$ cat src/rtl/tsr_pkg.sv
// tsr_pkg: shared types and constants of the segment reassembler
// item and result beat structs, status codes, controller states, command and status groups
// depends on nothing
package tsr_pkg;

    localparam int UNIT_BYTES = 16;
    localparam int UNIT_SHIFT = 4;
    localparam int MSG_LEN_W  = 13;

    localparam logic KIND_SEGMENT = 1'b0;
    localparam logic KIND_PULL    = 1'b1;
    localparam logic RES_STATUS   = 1'b0;
    localparam logic RES_BYTE     = 1'b1;

    // ST_PENDING doubles as the no-error code of an open segment
    typedef enum logic [2:0] {
        ST_PENDING   = 3'd0,
        ST_COMPLETE  = 3'd1,
        ST_UNALIGNED = 3'd2,
        ST_NO_SLOT   = 3'd3,
        ST_TOO_LARGE = 3'd4,
        ST_BUSY      = 3'd5
    } t_status;

    typedef struct packed {
        logic        kind;
        logic [15:0] svc_id;
        logic [15:0] mth_id;
        logic [15:0] cli_id;
        logic [15:0] ses_id;
        logic [27:0] unit_offset;
        logic        more_segs;
        logic        has_byte;
        logic [7:0]  data_byte;
        logic        segment_end;
    } t_item;

    typedef struct packed {
        logic                 result_kind;
        t_status              status;
        logic [MSG_LEN_W-1:0] message_length;
        logic [7:0]           out_byte;
        logic                 out_last;
    } t_result;

    typedef enum logic [2:0] {
        S_IDLE,
        S_DISPATCH,
        S_CLEAR,
        S_BYTE,
        S_FIN,
        S_WALK,
        S_DONE,
        S_PULL
    } t_state;

    typedef struct packed {
        logic capture;
        logic begin_seg;
        logic clear_step;
        logic byte_step;
        logic finish;
        logic walk_step;
        logic conclude;
        logic pull;
    } t_cmd;

    typedef struct packed {
        logic item_pull;
        logic item_end;
        logic draining;
        logic seg_open;
        logic alloc;
        logic clear_done;
        logic need_walk;
        logic walk_done;
    } t_stat;

endpackage

$ cat src/rtl/tsr_ctrl.sv
// tsr_ctrl: sequencing state machine of the segment reassembler
// issues datapath commands from datapath status
// depends on tsr_pkg
module tsr_ctrl
    import tsr_pkg::*;
(
    input  logic  i_clk,
    input  logic  i_rst_n,
    input  logic  i_start,
    input  t_stat i_stat,
    output t_cmd  o_cmd,
    output logic  o_busy
);

    t_state r_state;
    t_state n_state;

    always_ff @(posedge i_clk) begin
        if (!i_rst_n) begin
            r_state <= S_IDLE;
        end else begin
            r_state <= n_state;
        end
    end

    always_comb begin
        n_state = r_state;
        o_cmd   = '0;
        o_busy  = 1'b1;
        case (r_state)
            S_IDLE: begin
                o_busy = 1'b0;
                if (i_start) begin
                    o_cmd.capture = 1'b1;
                    n_state       = S_DISPATCH;
                end
            end
            S_DISPATCH: begin
                if (i_stat.item_pull) begin
                    n_state = i_stat.draining ? S_PULL : S_IDLE;
                end else if (i_stat.seg_open) begin
                    // continuing segment: store the beat right away
                    o_cmd.byte_step = 1'b1;
                    n_state         = i_stat.item_end ? S_FIN : S_IDLE;
                end else begin
                    o_cmd.begin_seg = 1'b1;
                    n_state         = i_stat.alloc ? S_CLEAR : S_BYTE;
                end
            end
            S_CLEAR: begin
                o_cmd.clear_step = 1'b1;
                if (i_stat.clear_done) begin
                    n_state = S_BYTE;
                end
            end
            S_BYTE: begin
                o_cmd.byte_step = 1'b1;
                n_state         = i_stat.item_end ? S_FIN : S_IDLE;
            end
            S_FIN: begin
                o_cmd.finish = 1'b1;
                n_state      = i_stat.need_walk ? S_WALK : S_IDLE;
            end
            S_WALK: begin
                o_cmd.walk_step = 1'b1;
                if (i_stat.walk_done) begin
                    n_state = S_DONE;
                end
            end
            S_DONE: begin
                o_cmd.conclude = 1'b1;
                n_state        = S_IDLE;
            end
            S_PULL: begin
                o_cmd.pull = 1'b1;
                n_state    = S_IDLE;
            end
            default: begin
                n_state = S_IDLE;
            end
        endcase
    end

endmodule

$ cat config.mk
export PLATFORM = sky130hd
export DESIGN_NAME = tsr_ctrl
export DESIGN_NICKNAME = d
export VERILOG_FILES = /design/src/rtl/tsr_pkg.sv /design/src/rtl/tsr_ctrl.sv
export SDC_FILE = /design/constraint.sdc
export NUM_CORES = 1
export LEC_CHECK = 0
export ABC_AREA = 1
export BUFFER_PORTS_ARGS = -buffer_cell sky130_fd_sc_hd__buf_4
export CORE_AREA = 4 4 41 43
export CTS_CLUSTER_DIAMETER = 80
export DETAILED_ROUTE_END_ITERATION = 10
export DIE_AREA = 0 0 45 47
export GPL_ROUTABILITY_DRIVEN = 0
export HOLD_SLACK_MARGIN = 0.08
export PLACE_DENSITY = 0.59
export SYNTH_ARGS = -nofsm -noshare
export SYNTH_HDL_FRONTEND = slang
export SYNTH_SLANG_ARGS = --single-unit
$ cat constraint.sdc
create_clock -name i_clk -period 2.5 [get_ports i_clk]
set_input_delay 0.25 -clock i_clk [delete_from_list [all_inputs] [get_ports i_clk]]
set_output_delay 0.25 -clock i_clk [all_outputs]
set_load 0.02 [all_outputs]
==> results.ini <==
[outcome]
status=finished clean

[clock_network]
clockBufferDepth=2
insertion_delay_ns=0.24
cts_root_buf=clkbuf_4
hold_buffers=0
path_clk_slew_ns=0.04
cts_tree=done
post_cts_buffers=0
clock-sinks=3
cts_buffers=3
cts_resized=0
htreeDepth=1

[synth]
yosys-top-cells-area=dfxtp_1 18%, inv_1 13%, nand2_1 13%
synth_common_cells=11 x inv_1, 11 x nand2_1, 8 x nand3_1, 7 x nor2_1
synth_cell_types=17
syn_area_um2=328
synth_flop_cell=dfxtp_1
synth.largest_area_cell=dfxtp_1
async_flop_share_pct=0
yosysTopAreaCellShare_pct=18.3
syn_nets=68
synth-seq-area-share_pct=18.3
avgSynthCellArea_um2=5.75
syn_inst=57
synth_edf_count=0
ys_warn_count=0
yosys_register_bits=3

[power_and_ir_drop]
p_clk_share_pct=17.2
power_frac_comb_pct=60.6
finalPower_uw=510
leakagePower_uw=0.000288
p_per_area_nw_per_um2=1030
p_sw_share_pct=50.1
intPower_uw=254
p_sw_uw=256
seqPwrFrac_pct=22.2
vdd_drop_max_v=0.000337

[finish]
drive_gt1_share_pct=34.6
largestRegisters=r_state: 3 flops
n_antenna_cell=0
nets=90
top_register=r_state
instances_no_fill=93
synthToLayoutAreaGrowth_pct=50.4
largest_reg_flops=3
stdcell_area_um2=493

[critical_path]
cp_max_fo=8
end_kind=output port
crit_type=reg2out
regToRegSetupSlack_ns=1.31
reg2reg_from=r_state[2]$_SDFFE_PN0P_
worst_r2r_endpoint=r_state[1]$_SDFFE_PN0P_
worstPathRequired_ns=2.25
worst_setup_path_start_kind=flip-flop
path_cells=inv_1 -> a211oi_1 -> buf_4
cpPeakStageDelay_ns=0.50
slowest_stage=dfxtp_1
worstPathArrival_ns=1.29
rr_worst_depth=5

[floorplanning]
io_pins=20
start_util_pct=25.2
die_area_um2=2120
core.rowCount=13
dieHeight_um=47
die_x_um=45
core_um2=1300

[global_route]
grt_use_met1_pct=12.0
antenna_found_initial=0
grt_max_degree=9
grt_pass1_wl_um=1590
gr-total-overflow=0
busiest_layer=met2
grt_use_met2_pct=15.5
globalRouteMet3Util_pct=5.75
grt_pass1_vias=385
track_usage_pct=10.4

[placement]
dp.cells=89
dpl_cell_area_um2=467
io_buffers=19
hpwl_um=739

[drt]
drt-pass1-iter-count=2
vias_per_cell=4.47
via_count=416
wl_per_cell_um=9.69
drc=0
final_antenna_net_count=0
drt_iter0_drc=2
totalWireLength_um=901

[timing]
setup_viol=0
fin_crit_ns=1.54
rsz0062_at_grt=false
post-route-period-util_pct=61.4
finClkSkew_ns=0.00325
fmax_mhz=651
hold_viol=0
maxSlewViolCount=0
worst_slew_pin_slew_ns=0.343
tns_ns=0
maxSlewHeadroom_pct=77.1

[min_path]
holdPathEnd=r_state[2]$_SDFFE_PN0P_
hp-start=i_rst_n
min_path_cells=2
hp-class=in2reg

[job]
maxCapViolations=0

## cells by family (layout without fill, tap and decap cells)
kind of cell,after synthesis,in the layout,synth area share (%)
simple gates,36,36,53.4
buf+inv,14,35,20.6
compound gates,4,4,7.63
flops,3,3,18.3
## layout by cell type, fill, tap and decap left out, drive strengths merged
cell / netlist / routed
inv: 12 / 12
nor3: 3 / 3
clkbuf: 0 / 4
nand2: 11 / 11
nand3: 9 / 9
nand4: 2 / 2
a211oi: 1 / 1
o21a: 1 / 1
buf: 2 / 19
nor2: 10 / 10
o21ai: 1 / 1
nor4: 1 / 1
dfxtp: 3 / 3
a21oi: 1 / 1
## power groups by stage
stage               Clock, µW  Sequential [µW]  Combinational [µW]
global route             99.0              117                 354
floorplan                   0             84.1                 259
CTS                      92.4              114                 315
global placement            0              112                 313
detailed placement          0              114                 313
finish                   87.5              113                 309
## per-stage QoR
| step | hold WS, ns | worst slack [ns] | util, % |
|---|---|---|---|
| final | 0.239 | 0.964 | 37.9 |
| after global routing | 0.244 | 0.854 | 37.9 |
| after CTS | 0.234 | 0.938 | 37.9 |
| after detailed placement | 0.483 | 1.22 | 35.9 |
| after global placement | 0.481 | 1.23 | 35.9 |
| after floorplan | 0.368 | 1.08 | - |
## worst max-delay path by stage
stage | slack, ns | depth (start not counted) | endpoint | from
finish | 0.96 | 3 | o_cmd[4] | r_state[0]$_SDFFE_PN0P_
floorplan | 1.08 | 3 | o_cmd[6] | r_state[1]$_SDFFE_PN0P_
global route | 0.85 | 3 | o_cmd[4] | r_state[0]$_SDFFE_PN0P_
global placement | 1.23 | 3 | o_cmd[4] | r_state[1]$_SDFFE_PN0P_
CTS | 0.94 | 3 | o_cmd[4] | r_state[0]$_SDFFE_PN0P_
detailed placement | 1.22 | 3 | o_cmd[4] | r_state[0]$_SDFFE_PN0P_
## per-layer routing
layer  vias up  share of wire [%]  routed length [µm]
li1        223                  -                   -
met1       174                 44                 393
met2        17                 45                 402
met3         2                9.8                  88
met4         0                1.8                  16
met5         -                  0                   0
## worst max-delay path, delay by kind of cell (launching register included)
kind            cells  cell delay, ns
compound gates      1            0.23
buf+inv             2            0.31
flops               1            0.50
## final cells by class
| class | count | area, µm² |
|---|---|---|
| inverter | 12 | 45.0 |
| clock buffer | 4 | 26.3 |
| fill | 162 | 808 |
| tap | 15 | 18.8 |
| timing repair buffer | 19 | 143 |
| multi-input combinational | 40 | 200 |
| sequential | 3 | 60.1 |
Note: power is estimated with default switching activity, not from simulation.
